===== config.mk =====
export PLATFORM = sky130hd
export DESIGN_NAME = ece_front
export DESIGN_NICKNAME = d
export VERILOG_FILES = /design/src/design/ece_pkg.sv /design/src/design/ece_front.sv
export SDC_FILE = /design/constraint.sdc
export NUM_CORES = 2
export LEC_CHECK = 0
export BUFFER_PORTS_ARGS = -buffer_cell sky130_fd_sc_hd__buf_4
export CORE_UTILIZATION = 63
export CTS_CLUSTER_SIZE = 14
export DETAILED_ROUTE_END_ITERATION = 8
export GPL_TIMING_DRIVEN = 0
export PLACE_DENSITY = 0.88
export SYNTH_ARGS = -nofsm -noshare
export SYNTH_HDL_FRONTEND = slang
export SYNTH_SLANG_ARGS = --single-unit
export TNS_END_PERCENT = 50

===== constraint.sdc =====
create_clock -name clk -period 12.6 [get_ports clk]
set_input_delay 0.63 -clock clk [delete_from_list [all_inputs] [get_ports clk]]
set_output_delay 0.63 -clock clk [all_outputs]
set_load 0.05 [all_outputs]

===== src/design/ece_pkg.sv =====
// ----------------------------------------------------------------------------
// Edge coefficient encoder package
// Shared types and constants for the edge coefficient encoder.
// ----------------------------------------------------------------------------
package ece_pkg;

    localparam int MaxDim = 64;
    localparam int DimW = 7;
    localparam int QueueDepth = 2;

    typedef enum logic [1:0] {
        ST_REDUCED = 2'd0,
        ST_INSIDE  = 2'd1,
        ST_OUTSIDE = 2'd2,
        ST_REJECT  = 2'd3
    } status_t;

    localparam logic [15:0] OFFSET_INSIDE  = 16'd33024;
    localparam logic [15:0] OFFSET_OUTSIDE = 16'd32256;
    localparam logic [63:0] SIGN_MIN       = 64'h8000_0000_0000_0000;

    typedef struct packed {
        status_t         kind;
        logic [63:0]     origin;
        logic [63:0]     step_x;
        logic [63:0]     step_y;
        logic [DimW-1:0] wm1;
        logic [DimW-1:0] hm1;
        logic            round_half;
    } job_t;

endpackage


===== src/design/ece_front.sv =====
// ----------------------------------------------------------------------------
// Edge coefficient encoder front end
// Accepts an edge, checks the inputs, forms the four corners with overflow
// detection and classifies the edge before handing it to the queue.
// ----------------------------------------------------------------------------
module ece_front (
    input  logic                     clk,
    input  logic                     rst_n,
    input  logic                     start,
    output logic                     busy,
    input  logic [63:0]              origin_value,
    input  logic [63:0]              step_x,
    input  logic [63:0]              step_y,
    input  logic [ece_pkg::DimW-1:0] tile_width,
    input  logic [ece_pkg::DimW-1:0] tile_height,
    input  logic                     round_half,
    input  logic                     full,
    output logic                     push,
    output ece_pkg::job_t            job
);

    typedef enum logic [1:0] {F_IDLE, F_MUL, F_ADD, F_PUSH} fstate_t;

    localparam int DIMW_L = ece_pkg::DimW;
    localparam logic [DIMW_L-1:0] MAX_DIM_C = DIMW_L'(ece_pkg::MaxDim);

    fstate_t              state_reg;
    logic [63:0]          row_reg, sx_reg, sy_reg;
    logic [DIMW_L-1:0]    wm1_reg, hm1_reg;
    logic                 half_reg;
    logic                 bad_reg;
    logic [63:0]          dx_reg, dy_reg;
    ece_pkg::job_t        job_reg;

    logic                 in_bad;
    logic [63:0]          mag_x, mag_y;
    logic [70:0]          px, py;
    logic                 ovf_x, ovf_y;
    logic [63:0]          dx_next, dy_next;
    logic [63:0]          ex, ey, exy;
    logic                 ovf_add;
    logic                 ors, ands;
    ece_pkg::status_t     kind_next;

    assign in_bad = (tile_width == '0) || (tile_height == '0) ||
                    (tile_width > MAX_DIM_C) || (tile_height > MAX_DIM_C) ||
                    (step_x == ece_pkg::SIGN_MIN) || (step_y == ece_pkg::SIGN_MIN);

    always_comb
    begin
        mag_x   = sx_reg[63] ? (64'd0 - sx_reg) : sx_reg;
        mag_y   = sy_reg[63] ? (64'd0 - sy_reg) : sy_reg;
        px      = 71'(mag_x) * 71'(wm1_reg);
        py      = 71'(mag_y) * 71'(hm1_reg);
        ovf_x   = sx_reg[63] ? (px > 71'(ece_pkg::SIGN_MIN))
                             : (px > 71'(ece_pkg::SIGN_MIN - 64'd1));
        ovf_y   = sy_reg[63] ? (py > 71'(ece_pkg::SIGN_MIN))
                             : (py > 71'(ece_pkg::SIGN_MIN - 64'd1));
        dx_next = sx_reg[63] ? (64'd0 - px[63:0]) : px[63:0];
        dy_next = sy_reg[63] ? (64'd0 - py[63:0]) : py[63:0];
    end

    always_comb
    begin
        ex  = row_reg + dx_reg;
        ey  = row_reg + dy_reg;
        exy = ex + dy_reg;
        ovf_add = ((row_reg[63] == dx_reg[63]) && (ex[63] != row_reg[63])) ||
                  ((row_reg[63] == dy_reg[63]) && (ey[63] != row_reg[63])) ||
                  ((ex[63] == dy_reg[63]) && (exy[63] != ex[63]));
        ors  = row_reg[63] | ex[63] | ey[63] | exy[63];
        ands = row_reg[63] & ex[63] & ey[63] & exy[63];
        if (bad_reg || ovf_add)
        begin
            kind_next = ece_pkg::ST_REJECT;
        end
        else if (!ors)
        begin
            kind_next = ece_pkg::ST_INSIDE;
        end
        else if (ands)
        begin
            kind_next = ece_pkg::ST_OUTSIDE;
        end
        else
        begin
            kind_next = ece_pkg::ST_REDUCED;
        end
    end

    always_ff @(posedge clk or negedge rst_n)
    begin
        if (!rst_n)
        begin
            state_reg <= F_IDLE;
        end
        else
        begin
            case (state_reg)
                F_IDLE:
                begin
                    if (start)
                    begin
                        row_reg   <= origin_value;
                        sx_reg    <= step_x;
                        sy_reg    <= step_y;
                        wm1_reg   <= tile_width - DIMW_L'(1);
                        hm1_reg   <= tile_height - DIMW_L'(1);
                        half_reg  <= round_half;
                        bad_reg   <= in_bad;
                        state_reg <= F_MUL;
                    end
                end
                F_MUL:
                begin
                    dx_reg    <= dx_next;
                    dy_reg    <= dy_next;
                    bad_reg   <= bad_reg | ovf_x | ovf_y;
                    state_reg <= F_ADD;
                end
                F_ADD:
                begin
                    job_reg.kind       <= kind_next;
                    job_reg.origin     <= row_reg;
                    job_reg.step_x     <= sx_reg;
                    job_reg.step_y     <= sy_reg;
                    job_reg.wm1        <= wm1_reg;
                    job_reg.hm1        <= hm1_reg;
                    job_reg.round_half <= half_reg;
                    state_reg          <= F_PUSH;
                end
                F_PUSH:
                begin
                    if (!full)
                    begin
                        state_reg <= F_IDLE;
                    end
                end
                default:
                begin
                    state_reg <= F_IDLE;
                end
            endcase
        end
    end

    assign busy = (state_reg != F_IDLE);
    assign push = (state_reg == F_PUSH) && !full;
    assign job  = job_reg;

endmodule


# Word level (Yosys, flattened, before mapping)
# Index checks and enable logic that the tools add are counted.
# totals
input_bits,211
out_inout_bits,211
wordCells,94
regBits,547
# op_classes
eq_ne,13
n_mul,2
magnitude_cmp,6
reduce_logical,24
muxes,13
bitwise,9
add_sub_neg,9
# ops
op,n
64-bit 2-to-1 mux,4
1-bit by 64-bit subtractor with 64-bit output (first input constant),4
64-bit adder,3
71-bit by 63-bit greater-than comparator with 1-bit output (second input constant),2
71-bit by 64-bit greater-than comparator with 1-bit output (second input constant),2
64-bit by 7-bit multiplier with 71-bit output,2
64-bit == test (second input constant),2
7-bit greater-than comparator (second input constant),2
7-bit zero test,2
7-bit by 1-bit subtractor with 7-bit output (second input constant),2
1-bit logical OR,8
2-bit 2-to-1 mux,4
2-bit case mux with 4 select lines,1
2-bit AND reduction,3
3-bit AND reduction,2
1-bit OR,5
2-bit == test (second input constant),2
1-bit logical AND,4
2-bit inequality test (second input constant),2
2-bit nonzero test,2
1-bit AND,3
1-bit == test,3
1-bit 2-to-1 mux,3
1-bit inequality test,3
other kinds (6),6

# Logic depth before layout (Yosys ltp)
# depth
word_depth,8
mapped_depth,36
depth_no_buf,34

# Worst setup path before layout
# OpenSTA, ideal clock, no wires.
# synth_path
kind,register to register
startpoint,register sx_reg[4]
endpoint,register bad_reg (data pin)
setup_slack_ns,3.274
setup_ns,0.272
required_time_ns,12.328
path_stages_with_launch,32
period_less_slack_ns,9.326
n_path_buf,1
arrival_ns,9.054
path_cell_list,edfxtp_1 or4_1 or3_1 or3_1 nor4_1 nand2_1 inv_1 nand2_1 o31ai_1 xor2_1 nor2b_1 fa_1 fa_1 fa_1 inv_1 fa_1 inv_1 ha_1 clkbuf_1 nand2_1 o21ai_0 o21ai_1 and2_1 o31a_1 a211oi_1 nor2b_1 xnor2_1 or3_1 or4_1 or4_1 a2111oi_2 a31oi_1
# synth_via
elab_chain_cells,8
word_cells_on_any_way,9
cone_classes,1 x add/sub; 1 x mul; 2 x order compare; 3 x mux; 2 x bitwise
# synth_lines
element,line_no,source
"start, declared",ece_front.sv:28,"logic [63:0] row_reg, sx_reg, sy_reg;"
"start signal, assigned",ece_front.sv:105,sx_reg <= step_x;
1-bit by 64-bit subtractor with 64-bit output,ece_front.sv:51,mag_x = sx_reg[63] ? (64'd0 - sx_reg) : sx_reg;
64-bit 2-to-1 mux *,ece_front.sv:51,
64-bit by 7-bit multiplier with 71-bit output *,ece_front.sv:53,px = 71'(mag_x) * 71'(wm1_reg);
71-bit by 63-bit greater-than comparator with 1-bit output or 71-bit by 64-bit greater-than comparator with 1-bit output (tied branches),"ece_front.sv:56, ece_front.sv:55",
1-bit 2-to-1 mux *,ece_front.sv:55,ovf_x = sx_reg[63] ? (px > 71'(ece_pkg::SIGN_MIN))
1-bit OR * (2 in a row),ece_front.sv:118,bad_reg <= bad_reg | ovf_x | ovf_y;
1-bit case mux with 2 select lines *,ece_front.sv:99,case (state_reg)
"end signal, assigned",ece_front.sv:110,bad_reg <= in_bad;
"end signal, assigned",ece_front.sv:118,
"end, declared",ece_front.sv:31,logic bad_reg;
# Every way passes the cells marked *; elsewhere a longest branch is shown, timed or not.
# A chain may end at the register's enable or synchronous reset.

# Worst setup path in the final report
# layout_path
startpoint,register sy_reg[12]
endpoint,register bad_reg (data pin)
# layout_via
elab_chain_cells,7
word_cells_on_any_way,8
cone_classes,1 x add/sub; 1 x mul; 2 x order compare; 3 x mux; 1 x bitwise
# layout_lines
element,line_no,source
"start, declared",ece_front.sv:28,
"start signal, assigned",ece_front.sv:106,sy_reg <= step_y;
1-bit by 64-bit subtractor with 64-bit output,ece_front.sv:52,mag_y = sy_reg[63] ? (64'd0 - sy_reg) : sy_reg;
64-bit 2-to-1 mux *,ece_front.sv:52,
64-bit by 7-bit multiplier with 71-bit output *,ece_front.sv:54,py = 71'(mag_y) * 71'(hm1_reg);
71-bit by 63-bit greater-than comparator with 1-bit output or 71-bit by 64-bit greater-than comparator with 1-bit output (tied branches),"ece_front.sv:58, ece_front.sv:57",
1-bit 2-to-1 mux *,ece_front.sv:57,ovf_y = sy_reg[63] ? (py > 71'(ece_pkg::SIGN_MIN))
1-bit OR *,ece_front.sv:118,
1-bit case mux with 2 select lines *,ece_front.sv:99,
# Marks and branches as above.

==> results.py <==
metrics = {
    "cts": {
        "cts_hold_buffers": 1,
        "clk_pin_slew_worst_paths_ns": 0.07,
        "clockBufferDepth": 3,
        "worstSkewPairLatency_ns": 0.67,
        "cts-htree-levels": 2,
        "clock-sinks": 547,
        "cts_buffers": 55,
        "post_cts_resized": 0,
        "cts-root-buf": "clkbuf_16",
        "postCtsSetupRepairBufs": 0,
        "cts_tree": "built",
    },
    "sta": {
        "rsz0062_at_grt": "no",
        "setup_viol": 0,
        "fmax_ghz": 0.0808,
        "finalCriticalPeriod_ns": 12.38,
        "setup_ws_ns": 0.220,
        "finalSetupTns_ns": 0,
        "finalClockSkew_ns": 0.0417,
        "final-max-slew-violation-count": 0,
        "final_hold_viol_count": 0,
        "timing.final.crit_share_pct": 98.3,
        "worst_pin_slew_ns": 1.47,
        "relSlewSlack_pct": 1.13,
    },
    "critical_path": {
        "end_kind": "register",
        "crit_slowest_cell": "xnor2_1",
        "cp.arrival_ns": 12.89,
        "rr_worst_depth": 31,
        "endpoint": "bad_reg$_DFFE_PP_",
        "max_stage_delay_ns": 0.90,
        "startpoint": "sy_reg[12]$_DFFE_PP_",
        "r2r-start": "sy_reg[12]$_DFFE_PP_",
        "crit_fanout": 8,
        "critPathKind": "register to register",
        "rr_endpoint": "bad_reg$_DFFE_PP_",
        "cp_data_required_time_ns": 13.11,
        "rrSetupSlack_ns": 0.22,
        "crit_path_start_kind": "register",
    },
    "die": {
        "dieArea_sq_um": 94200,
        "io_pins": 422,
        "num_rows": 111,
        "start_util_pct": 63.7,
        "die_h_microns": 307,
        "fp.dieW_microns": 307,
        "core_sq_um": 91900,
    },
    "route": {
        "vias": 48200,
        "vias_per_cell": 6.31,
        "routed_wl_mm": 182,
        "drc": 0,
        "drtIter0Drc": 5230,
        "antenna_left": 0,
        "drt_first_pass_iters": 7,
        "wl_per_cell_microns": 23.8,
    },
    "status": {
        "outcome": "complete, but fails checks",
        "violations": "max-capacitance violations",
    },
    "job": {
        "maxCapViolCount": 1,
    },
    "final_layout": {
        "largest_register_ffs": 209,
        "drive_gt1_share_pct": 9.47,
        "n_fill_cell": 6645,
        "synthToLayoutAreaGrowth_pct": 11.7,
        "final-instance-count-excl-fill": 7635,
        "final-seq-area_sq_um": 16400,
        "fin_nets": 7557,
        "multi_input_area_sq_um": 39200,
    },
    "grt": {
        "grt_pass1_vias": 49000,
        "grt_use_total_pct": 38.8,
        "grt_max_degree": 75,
        "antenna_found_initial": 5,
        "grt_pass1_wl_mm": 280,
        "overflow": 0,
    },
    "logic_synthesis": {
        "syn-cell-area_sq_um": 58600,
        "synth.most_common_cell": "fa_1",
        "ys_seq_area_share_pct": 28.0,
        "syn_nets": 7070,
        "synth_common_cells": "fa_1 (619), nor2b_1 (591), inv_1 (580)",
        "synth_top_area_share_pct": 27.9,
        "ys_top_cells_by_area": "edfxtp_1 (28%), fa_1 (21%), ha_1 (8.1%)",
        "synth-edff-count": 545,
        "async_flop_share_pct": 0.366,
        "yosys_most_used_dff": "edfxtp_1",
        "synth_cell_types": 103,
        "netlist_instances": 5859,
        "avgSynthCellArea_sq_um": 10.0,
        "yosysWarnings": 0,
        "synth_largest_area_cell": "edfxtp_1",
        "yosys_register_bits": 547,
    },
    "placed_design": {
        "gp_congestion": 1.03,
        "numPortBuffers": 421,
        "pre_cts_slack_ns": 0.951,
        "dp_cells": 7531,
        "dpl.hpwl_mm": 148,
    },
    "min_path": {
        "min_path_type": "input pin to register",
    },
}
## routing by layer
metal | global-route usage (%) | vias to the layer above | wire (microns)
met4 | 18.8 | 6 | 10300
met3 | 9.03 | 605 | 20000
li1 | - | 21100 | -
met5 | 0 | - | 44
met2 | 61.4 | 2889 | 82600
met1 | 50.5 | 23500 | 69000
## how the worst min path moves through the flow
stage	startpoint	endpoint	cells after the start
2_1_floorplan	rst_n	state_reg[0]$_DFFE_PN0P_	0
3_3_place_gp	half_reg$_DFFE_PP_	job[0]$_DFFE_PP_	0
3_5_place_dp	half_reg$_DFFE_PP_	job[0]$_DFFE_PP_	0
4_1_cts	origin_value[45]	row_reg[45]$_DFFE_PP_	1
5_1_grt	origin_value[45]	row_reg[45]$_DFFE_PP_	1
6_report	origin_value[62]	row_reg[62]$_DFFE_PP_	1
## metrics by stage
step | hold slack, ns | instance area, sq um | utilization, %
global placement | 0.404 | 63300 | 68.9
detailed placement | 0.413 | 63500 | 69.1
global route | 0.115 | 65400 | 71.2
floorplan | 0.334 | 58600 | -
finish | 0.134 | 65400 | 71.2
CTS | 0.119 | 65400 | 71.1
## area by class of cell
class	count	share of cell area, %
timing repair buffer	430	5.18
buffer	204	1.18
inverter	580	3.33
sequential	547	25.1
multi-input combinational	4528	60.0
antenna	3	0.0115
clock inverter	34	0.681
clock buffer	66	2.17
tap	1243	2.38
## critical path: cells and delay by family (launching register included)
kind	cells	cell delay [ns]
AO/OA/AOI/OAI	5	2.32
buffers and inverters	4	0.68
AND/OR/NAND/NOR	15	4.78
XOR/XNOR	2	1.53
adder cells (fa/ha/maj)	5	2.39
flip-flops	1	0.49
## cells by family (layout without fill, tap and decap cells)
kind of cell / count (synthesis) / count (layout) / synth area share, %
simple gates: 2028 / 2028 / 19.3
mux: 7 / 7 / 0.124
compound gates: 1059 / 1059 / 11.8
xor+xnor: 432 / 432 / 6.46
other cells: 0 / 3 / 0
flops: 547 / 547 / 28.0
buf+inv: 784 / 1314 / 5.04
fa+ha+maj: 1002 / 1002 / 29.3
## cells in the final DEF, fill, tap and decap left out, drive strengths merged, types with 192 or more instances in the layout
master	n
o21ai	267
nor2b	591
nand2	439
edfxtp	545
xnor2	240
buf	442
ha	381
xor2	192
inv	582
clkbuf	257
a21oi	262
fa	619
Power is not shown: default switching activity piles up to over one toggle a cycle in this logic, so the estimate is an artifact.
