**config.mk**
```make
export PLATFORM = sky130hd
export DESIGN_NAME = ece_queue
export DESIGN_NICKNAME = d
export VERILOG_FILES = /design/src/design/ece_pkg.sv /design/src/design/ece_queue.sv
export SDC_FILE = /design/constraint.sdc
export NUM_CORES = 1
export LEC_CHECK = 0
export CELL_PAD_IN_SITES_DETAIL_PLACEMENT = 0
export CELL_PAD_IN_SITES_GLOBAL_PLACEMENT = 2
export CORE_AREA = 2 2 216 239
export DETAILED_ROUTE_END_ITERATION = 8
export DIE_AREA = 0 0 218 241
export DONT_BUFFER_PORTS = 1
export PLACE_DENSITY = 0.58
export SYNTH_ARGS = -nofsm -noshare
export SYNTH_HDL_FRONTEND = slang
export SYNTH_SLANG_ARGS = --single-unit
export TNS_END_PERCENT = 20
```
**constraint.sdc**
```tcl
create_clock -name clk -period 15.4 [get_ports clk]
set_input_delay 4.62 -clock clk [delete_from_list [all_inputs] [get_ports clk]]
set_output_delay 4.62 -clock clk [all_outputs]
set_load 0.05 [all_outputs]
```
**src/design/ece_pkg.sv**
```systemverilog
// ----------------------------------------------------------------------------
// Edge coefficient encoder package
// Shared types and constants for the edge coefficient encoder.
// ----------------------------------------------------------------------------
package ece_pkg;

    localparam int MaxDim = 64;
    localparam int DimW = 7;
    localparam int QueueDepth = 2;

    typedef enum logic [1:0] {
        ST_REDUCED = 2'd0,
        ST_INSIDE  = 2'd1,
        ST_OUTSIDE = 2'd2,
        ST_REJECT  = 2'd3
    } status_t;

    localparam logic [15:0] OFFSET_INSIDE  = 16'd33024;
    localparam logic [15:0] OFFSET_OUTSIDE = 16'd32256;
    localparam logic [63:0] SIGN_MIN       = 64'h8000_0000_0000_0000;

    typedef struct packed {
        status_t         kind;
        logic [63:0]     origin;
        logic [63:0]     step_x;
        logic [63:0]     step_y;
        logic [DimW-1:0] wm1;
        logic [DimW-1:0] hm1;
        logic            round_half;
    } job_t;

endpackage

```
**src/design/ece_queue.sv**
```systemverilog
// ----------------------------------------------------------------------------
// Edge coefficient encoder job queue
// Short first-in first-out queue between the front end and the back end.
// ----------------------------------------------------------------------------
module ece_queue (
    input  logic          clk,
    input  logic          rst_n,
    input  logic          push,
    input  ece_pkg::job_t push_data,
    output logic          full,
    input  logic          pop,
    output logic          empty,
    output ece_pkg::job_t head
);

    localparam int PtrW = $clog2(ece_pkg::QueueDepth);
    localparam int CntW = $clog2(ece_pkg::QueueDepth + 1);

    ece_pkg::job_t       entry_reg [ece_pkg::QueueDepth];
    logic [PtrW-1:0]     wr_ptr_reg, rd_ptr_reg;
    logic [CntW-1:0]     count_reg;

    always_ff @(posedge clk or negedge rst_n)
    begin
        if (!rst_n)
        begin
            wr_ptr_reg <= '0;
            rd_ptr_reg <= '0;
            count_reg  <= '0;
        end
        else
        begin
            if (push)
            begin
                entry_reg[wr_ptr_reg] <= push_data;
                wr_ptr_reg <= (wr_ptr_reg == PtrW'(ece_pkg::QueueDepth - 1)) ?
                              '0 : wr_ptr_reg + PtrW'(1);
            end
            if (pop)
            begin
                rd_ptr_reg <= (rd_ptr_reg == PtrW'(ece_pkg::QueueDepth - 1)) ?
                              '0 : rd_ptr_reg + PtrW'(1);
            end
            if (push && !pop)
            begin
                count_reg <= count_reg + CntW'(1);
            end
            else if (pop && !push)
            begin
                count_reg <= count_reg - CntW'(1);
            end
        end
    end

    assign full  = (count_reg == CntW'(ece_pkg::QueueDepth));
    assign empty = (count_reg == '0);
    assign head  = entry_reg[rd_ptr_reg];

endmodule

```
# ---- Word level (Yosys, flattened, before mapping)
# Memories as Yosys holds them, arrays and structs flattened.
# Cells that the tools add are included.
dict set report word_totals {
  register_bits 4
  mem_bits_rw 418
  in_bits 213
  elab_cells 22
  mem_count 1
}
dict set report op_classes {
  add_sub_neg 4
  eq_ne 1
  mux 6
  reduce_logical 7
}
# memory words width read_ports rd_clocked_by_memory_dff wr line_no
set memory_table {}
lappend memory_table {entry_reg 2 209 1 0 1 ece_queue.sv:19} ;# ece_pkg::job_t entry_reg [ece_pkg::QueueDepth];
# op n
set ops {}
lappend ops {{$mux 1} 4}
lappend ops {{$mux 2} 2}
lappend ops {{$logic_and 1x1->1} 3}
lappend ops {{$add 1x1->1 const B} 2}
lappend ops {{$add 2x1->2 const B} 1}
lappend ops {{$eq 2x2->1 const B} 1}
lappend ops {{$logic_not 1->1} 2}
lappend ops {{$logic_not 2->1} 1}
lappend ops {{$reduce_bool 2->1} 1}
lappend ops {{$sub 2x1->2 const B} 1}

# ---- Depth between registers and ports, before layout
# Gate-level depths: netlist (run 1).
dict set report depth {
  word_depth 4
  ltp_mapped 5
}

# ---- Worst setup path after synthesis (run 1)
# Ideal clock, no wire load.
dict set report synth_timing {
  kind {input port to flip-flop}
  start {in push}
  end {mem entry_reg[0][0] in the netlist's numbering (enable)}
  setup_ps 788
  t_arrival_ps 13440
  t_required_ps 14612
  path_slack_ps 1171
  path_stages 2
  cell_sequence {nand2_1 nor2_1}
}
dict set report synth_via {
  elab_chain_cells 3
}
# item line_no
set synth_lines {}
lappend synth_lines {{from (decl)} ece_queue.sv:8} ;# input logic push,
lappend synth_lines {{$mux 1} ece_queue.sv:33} ;# if (push)
lappend synth_lines {{$logic_and 1x1->1 (not written as such)} ece_queue.sv:35} ;# entry_reg[wr_ptr_reg] <= push_data;
lappend synth_lines {{$mux 1 (not written as such)} ece_queue.sv:35}
lappend synth_lines {{to (decl)} ece_queue.sv:19}
# No other way between the ends.

==> results.toml, run 1 <==
[timing]
worst_slew_pin_slew_ns = 1.105
maxSlewHeadroom_pct = 26.19
final_total_negative_setup_slack_ns = 0
setup_repair_after_global_routing_missed_its_margin = "no"
finalCriticalPeriod_ns = 7.747
report.final.slew_viol_count = 0
hold_viol = 0
setup_violations = 0
achievable-frequency_ghz = 0.1291
finalCritPeriodShare_pct = 50.30
clock-skew-final_ns = 0.01329

[global_routing]
groute.usage.overall_pct = 11.22
grt_max_degree = 75
globalRouteOverflowTotal = 0
grt_pass1_wl_mm = 43.44
via_count_of_the_first_global_routing_pass = 6655
antenna_found_initial = 0

[clocking]
cts_num_sinks = 422
postCtsResizedCells = 0
cts.hold.buffers_added = 0
cts_root_buffer = "sky130_fd_sc_hd__clkbuf_16"
clockBufferDepth = 3
cts_setup_buffers = 0
cts_made_buffers = 43
clock_insertion_delay_worst_skew_ns = 0.54
tritoncts = "yes"
cts_max_level = 2
worst_setup_hold_path_clk_slew_ns = 0.06

[detailed_routing]
post-route-drc-count = 0
drt_iter0_drc = 334
via_count = 6241
wirelength_mm = 31.44
drt_pre_antenna_iters = 4
vias_per_cell = 4.496
antenna_violating_nets_post_route = 0
post_drt_wl_per_cell_um = 22.65

[worst_hold_path]
worstHoldPathType = "reg2reg"

[worst_setup_path]
critPathCaptureType = "primary output"
worst_path_dominant_cell_family = "flip-flops"
cp.required_ns = 10.78
critical_path.max_fanout = 74
criticalPathCategory = "reg2out"
critical_path.startpoint_type = "register"
cp_num_buf_inv = 1
critical-path-max-stage-delay_ns = 1.08
reg2reg_slack_ns = 12.22
cp_slowest_cell = "sky130_fd_sc_hd__dfrtp_4"
critical_path.cell_chain = "buf_4 > mux2_2"
crit_arrival_ns = 3.13

[floorplanning]
die_area_um2 = 52540
floorplan.initialDensity_pct = 30.74
fp.coreArea_um2 = 49930
io_pins = 424
dieWidth_um = 218
floorplan_row_count = 86
die_h_um = 241

[pwr]
power_per_cell_area_nw_per_um2 = 211.9
power.static_leakage_uw = 0.005471
vdd_ir_max_v = 0.0001855
fin_total_pwr_uw = 3686

[logic_synthesis]
yosys_warnings = 0
post-synth-top-area-cell = "sky130_fd_sc_hd__edfxtp_1"
syn_area_um2 = 15350
seq_area_frac_synth_pct = 82.45
syn-num-nets = 881
ys_ff_latch = 422
synth.lib_cells_used.distinct = 13
syn_inst = 667
yosysTopAreaCellShare_pct = 81.79
synth_top_cells_by_area = "sky130_fd_sc_hd__edfxtp_1 82%, sky130_fd_sc_hd__mux2_2 15%, sky130_fd_sc_hd__buf_6 1.6%"
synth_area_per_inst_um2 = 23.01

[final_layout]
final_common_cell = "sky130_fd_sc_hd__edfxtp_1"
final_cell_mix = "418 x sky130_fd_sc_hd__edfxtp_1, 209 x sky130_fd_sc_hd__mux2_2, 45 x sky130_fd_sc_hd__clkbuf_16"
design.final.nets = 911
largest_register_ffs = 418
area_growth_syn_to_fin_pct = 13.31
layout-drive-gt1-share_pct = 38.32
antennaDiodeCount = 0

[placement]
place.gp.congestion = 0.7738
port-buffer-count = 0
dp_hpwl_mm = 21.50

[job]
max_cap_violations = 0

[outcome]
status = "finished clean"
[routing by layer]
| layer | up-vias | share of wire, % | track usage, % |
|---|---|---|---|
| li1 | 2717 | - | - |
| met5 | - | 0 | 0 |
| met4 | 0 | 3.3 | 4.844 |
| met2 | 278 | 54 | 20.74 |
| met1 | 3191 | 31 | 9.982 |
| met3 | 55 | 12 | 6.062 |
[area by class of cell]
type                    count  area [um2]
multi-input cells         221        2450
repair buffers              8       60.06
fillers                  4642       32540
clock buffers              52        1152
clock inverters            24       241.5
flip-flops and latches    422       12660
well taps                 660       825.8
inverters                   1       3.754
[stage by stage]
step                setup WS (ns)  cells  utilization (%)  hold slack (ns)  instance area (um2)
floorplan                   1.171    667                -           0.4556                15350
global placement            8.031   1312            32.04           0.4814                16000
detailed placement          7.887   1312            32.04           0.4931                16000
CTS                         7.501   1388            34.83           0.5075                17390
global route                7.401   1388            34.83           0.5229                17390
finish                      7.653   1388            34.83           0.5025                17390
[synthesized netlist by cell type]
cell type                  number
sky130_fd_sc_hd__edfxtp_1     418
sky130_fd_sc_hd__inv_1          1
sky130_fd_sc_hd__xnor2_1        1
sky130_fd_sc_hd__buf_6         22
sky130_fd_sc_hd__nor2_1         3
sky130_fd_sc_hd__nand2_1        1
sky130_fd_sc_hd__buf_2          1
sky130_fd_sc_hd__and3_1         1
sky130_fd_sc_hd__nor2b_1        1
sky130_fd_sc_hd__xor2_1         4
sky130_fd_sc_hd__ha_1           1
sky130_fd_sc_hd__mux2_2       209
sky130_fd_sc_hd__dfrtp_1        4
[worst paths after layout]
kind,to,startpoint,cells past startpoint
worst max-delay path,head[121],rd_ptr_reg,2
min in group asynchronous,count_reg[0],rst_n,0
worst max register to register,entry_reg[0][172],wr_ptr_reg,3
worst min register to register,count_reg[1],count_reg[1],1
max in group asynchronous,rd_ptr_reg,rst_n,0
worst min-delay path,count_reg[1],count_reg[1],1
[worst reg2reg max path: cells and delay by family (launching register included)]
kind | cells | cell delay (ns)
buf+inv | 2 | 1.50
flops | 1 | 0.43
simple gates | 1 | 0.87
[power breakdown]
group          total (uW)  internal (uW)  switching (uW)  leakage (uW)
clock                1020            614             403      0.000677
sequential           1480           1410            67.4       0.00388
combinational        1190            249             944      0.000909
[cell families after synthesis]
family,after synthesis,share of synthesized area (%)
and+or+nand+nor,6,0.1794
DFF,422,82.45
xor gates and xnor gates,5,0.2854
buffers and inverters,24,1.671
muxes,209,15.34
adders and majority gates,1,0.08152
Power figures use the tool's default switching activity.
==> inputs of run 2 (changes only) <==
Clock period 15.4 ns to 7.7 ns, I/O delays scaled along.
==> run 2 against run 1 <==
Compared with the run above: clock power increased by 100%; largest cell class unchanged; total power increased by 100%; hold slack got worse by 0.010 ns; highest routed layer is now met5; sequential share of layout area decreased by 0.27 points; critical path depth unchanged; critical endpoint is now head[15]; utilization increased by 0.13 points; wire length increased by 1.1%; global-route usage increased by 0.17 points.
==> results.toml, run 2 (same netlist as run 1, synthesis figures left out) <==
[timing]
report.final.slew_viol_count = 0
setup_violations = 0
setup_ws_ns = 2.458
finalCriticalPeriod_ns = 5.242
setup_repair_after_global_routing_missed_its_margin = "no"
achievable-frequency_ghz = 0.1908
hold-worst-slack_ns = 0.4922
hold_viol = 0
maxSlewHeadroom_pct = 31.42
clock-skew-final_ns = 0.01311
finalCritPeriodShare_pct = 68.08
worst_slew_pin_slew_ns = 1.029

[clocking]
cts_made_buffers = 44
worst_setup_hold_path_clk_slew_ns = 0.06
clock_insertion_delay_worst_skew_ns = 0.55
cts_setup_buffers = 0
postCtsResizedCells = 0
tritoncts = "yes"
clockBufferDepth = 3
cts_num_sinks = 422
cts_max_level = 2
cts.hold.buffers_added = 0
cts_root_buffer = "sky130_fd_sc_hd__clkbuf_16"

[placement]
postPlaceCellArea_um2 = 16020
port-buffer-count = 0
place.gp.congestion = 0.7714
dp_hpwl_mm = 21.85
preCtsSetupSlack_ns = 2.962

[worst_setup_path]
reg2reg_slack_ns = 5.62
r2r_end = "entry_reg[1][110]"
critical_path.startpoint_type = "register"
crit_arrival_ns = 2.93
critical_path.max_fanout = 75
rr_worst_depth = 2
cp.required_ns = 5.39
critical_path.reg2reg.startpoint = "wr_ptr_reg"
criticalPathCategory = "reg2out"
critPathCaptureType = "primary output"

[floorplanning]
fp.coreArea_um2 = 49930
io_pins = 424
die_h_um = 241
floorplan_row_count = 86
die_area_um2 = 52540
floorplan.initialDensity_pct = 30.74
dieWidth_um = 218

[pwr]
internal-power_uw = 4590
power.combinational.fraction_pct = 32.3
power_share_of_the_clock_group_pct = 28.1
seqPwrFrac_pct = 39.6
p_sw_uw = 2831
power.static_leakage_uw = 0.005487
switching_share_pct = 38.15
power_per_cell_area_nw_per_um2 = 425.2
vdd_ir_max_v = 0.0003421

[final_layout]
area_growth_syn_to_fin_pct = 13.74
final_common_cell = "sky130_fd_sc_hd__edfxtp_1"
largest_register_ffs = 418
layout-drive-gt1-share_pct = 39.03
final_cell_mix = "418 x sky130_fd_sc_hd__edfxtp_1, 209 x sky130_fd_sc_hd__mux2_2, 45 x sky130_fd_sc_hd__clkbuf_16"
design_area_um2 = 17450
design.final.nets = 910
num-fill-cells = 4642

[global_routing]
via_count_of_the_first_global_routing_pass = 6686
antenna_found_initial = 2
grt_pass1_wl_mm = 43.46
grt_max_degree = 141
groute.usage.overall_pct = 11.39
globalRouteOverflowTotal = 0

[detailed_routing]
drt_pre_antenna_iters = 4
wirelength_mm = 31.77
antenna_violating_nets_post_route = 0
via_count = 6255
vias_per_cell = 4.510
post_drt_wl_per_cell_um = 22.91
post-route-drc-count = 0
drt_iter0_drc = 333

[worst_hold_path]
min_path_cells = 1
worstHoldPathType = "reg2reg"
whs_endpoint = "count_reg[1]"
holdCritStartpoint = "count_reg[1]"

[outcome]
status = "finished clean"

[job]
max_cap_violations = 0
## run 2: layout make-up
type | instances | area (um2) | area share, %
tap | 660 | 825.8 | 4.731
inverter | 1 | 3.754 | 0.02151
antenna | 2 | 5.005 | 0.02867
multi-input combinational | 221 | 2450 | 14.04
timing repair buffer | 6 | 82.58 | 0.4731
clock inverter | 23 | 279.0 | 1.599
sequential | 422 | 12660 | 72.51
clock buffer | 52 | 1152 | 6.602
## run 2: worst max path at each step
stage,to,depth (start not counted),from
final,head[15],2,rd_ptr_reg
after global routing,head[15],2,rd_ptr_reg
after CTS,head[15],2,rd_ptr_reg
after detailed placement,head[15],2,rd_ptr_reg
after global placement,head[202],2,rd_ptr_reg
after floorplan,entry_reg[1][0],1,push
## run 2: power by group through the flow
stage,logic [uW],clock network (uW),registers (uW)
after floorplan,2330,0,2940
after global placement,2410,0,2980
after detailed placement,2420,0,2990
after CTS,2430,2160,2950
after global routing,2480,2250,2960
final,2400,2090,2940
## run 2: worst max-delay path, stage by stage, from the launching register on
cell	delay (ns)
sky130_fd_sc_hd__dfrtp_4	0.87
sky130_fd_sc_hd__buf_4	0.81
sky130_fd_sc_hd__mux2_2	0.55
## run 2: per-layer routing
| metal | track usage [%] | part of all wire, % | up-vias |
|---|---|---|---|
| li1 | - | - | 2720 |
| met1 | 10.08 | 30 | 3181 |
| met2 | 20.83 | 55 | 281 |
| met3 | 6.200 | 11 | 71 |
| met4 | 5.442 | 3.8 | 2 |
| met5 | 0 | 0.054 | - |
## run 2: stage by stage
step	instances	total power (uW)	util, %	setup TNS [ns]
after floorplan	667	5274	-	-6.349
after global placement	1310	5392	32.08	0
after detailed placement	1310	5420	32.08	0
after CTS	1385	7541	34.95	0
after global routing	1387	7689	34.96	0
final	1387	7421	34.96	0
==> inputs of run 3 (changes only) <==
Clock period 7.7 ns to 5.2 ns, I/O delays scaled along.
==> run 3 against run 2 <==
Compared with the run above: cell count rose by 0.43%; largest power group unchanged; global-route usage rose by 0.29 points; die area did not move; critical path type unchanged; hold slack got worse by 0.0055 ns; clock skew fell by 0.0067 ns; wire length rose by 1.9%; highest routed layer unchanged.
==> results.toml, run 3 (same netlist as run 1, synthesis figures left out) <==
[outcome]
status = "finished clean"

[final_layout]
antennaDiodeCount = 0
area_growth_syn_to_fin_pct = 13.83
design.final.nets = 913
final_common_cell = "sky130_fd_sc_hd__edfxtp_1"
finalNonFillerCells = 1393
finish.utilization_pct = 34.99
layout-drive-gt1-share_pct = 39.29
final_cell_mix = "418 x sky130_fd_sc_hd__edfxtp_1, 209 x sky130_fd_sc_hd__mux2_2, 45 x sky130_fd_sc_hd__clkbuf_16"
largest_register_ffs = 418

[worst_setup_path]
reg2reg_slack_ns = 3.15
crit_arrival_ns = 2.35
critPathCaptureType = "primary output"
critical_path.max_fanout = 85
critical_path.startpoint_type = "register"
criticalPathCategory = "reg2out"
cp.required_ns = 3.64
rr_worst_depth = 2

[pwr]
vdd_ir_max_v = 0.0003362
power_share_of_the_clock_group_pct = 27.6
power_per_cell_area_nw_per_um2 = 626.7
internal-power_uw = 6721
power.static_leakage_uw = 0.005497
power.combinational.fraction_pct = 32.9
switching_share_pct = 38.60
seqPwrFrac_pct = 39.5
p_sw_uw = 4226

[placement]
port-buffer-count = 0
place.gp.congestion = 0.7718
dp_hpwl_mm = 22.35
placedCellCount = 1314

[floorplanning]
floorplan_row_count = 86
dieWidth_um = 218
fp.coreArea_um2 = 49930
io_pins = 424
die_h_um = 241
floorplan.initialDensity_pct = 30.74
die_area_um2 = 52540

[clocking]
cts_max_level = 2
cts_root_buffer = "sky130_fd_sc_hd__clkbuf_16"
cts_setup_buffers = 0
cts_num_sinks = 422
tritoncts = "yes"
worst_setup_hold_path_clk_slew_ns = 0.06
postCtsResizedCells = 0
clock_insertion_delay_worst_skew_ns = 0.55
cts_made_buffers = 43
clockBufferDepth = 3
cts.hold.buffers_added = 0

[global_routing]
antenna_found_initial = 1
grt_max_degree = 123
grt_pass1_wl_mm = 44.66
via_count_of_the_first_global_routing_pass = 6761
globalRouteOverflowTotal = 0
groute.usage.overall_pct = 11.68

[detailed_routing]
via_count = 6299
vias_per_cell = 4.522
drt_iter0_drc = 293
wirelength_mm = 32.37
drt_pre_antenna_iters = 4
post-route-drc-count = 0
post_drt_wl_per_cell_um = 23.24
antenna_violating_nets_post_route = 0

[timing]
maxSlewHeadroom_pct = 31.92
setup_repair_after_global_routing_missed_its_margin = "no"
clock-skew-final_ns = 0.006409
achievable-frequency_ghz = 0.2558
finalCriticalPeriod_ns = 3.909
report.final.slew_viol_count = 0
setup_violations = 0
worst_slew_pin_slew_ns = 1.019
hold_viol = 0
finalCritPeriodShare_pct = 75.18

[worst_hold_path]
min_path_cells = 1
worstHoldPathType = "reg2reg"

[job]
max_cap_violations = 0
run 3: path summary, 6_finish.rpt:
path | startpoint | endpoint
worst max-delay path | rd_ptr_reg | head[28]
worst min-delay path | count_reg[1] | count_reg[1]
worst max register to register | wr_ptr_reg | entry_reg[1][185]
worst min register to register | count_reg[1] | count_reg[1]
max in group asynchronous | rst_n | rd_ptr_reg
min in group asynchronous | rst_n | rd_ptr_reg
run 3: layout make-up:
type	instances	area (um2)
Multi-Input combinational cell	221	2450
Clock inverter	28	259.0
Sequential cell	422	12660
Tap cell	660	825.8
Clock buffer	51	1149
Fill cell	4643	32460
Inverter	1	3.754
Timing Repair Buffer	10	125.1
run 3: per-layer routing:
metal  vias up  track usage (%)  share of wire [%]
met2       287            21.42                 54
met5         -                0              0.040
met4         2            5.793                4.0
li1       2726                -                  -
met1      3217            10.59                 31
met3        67            5.759                 11
run 3: per-stage QoR:
stage,total power (uW),cell area (um2),hold WS (ns),TNS [ns],worst slack [ns]
final,10950,17470,0.4866,0,1.291
after global routing,11330,17470,0.5117,0,1.163
after CTS,11130,17470,0.4892,0,1.202
after detailed placement,8060,16060,0.4801,0,1.839
after global placement,8009,16060,0.4744,0,1.892
after floorplan,7810,15350,0.4563,-372.10,-1.780
run 3: power groups by stage:
stage               registers, uW  logic (uW)  clock network, uW
finish                       4320        3610               3020
global route                 4360        3720               3250
CTS                          4330        3670               3130
detailed placement           4400        3660                  0
global placement             4380        3630                  0
floorplan                    4350        3460                  0
run 3: critical path, stage by stage, from the launching register on:
cell and delay (ns):
sky130_fd_sc_hd__dfrtp_4 0.74, sky130_fd_sc_hd__buf_12 0.36, sky130_fd_sc_hd__mux2_2 0.53
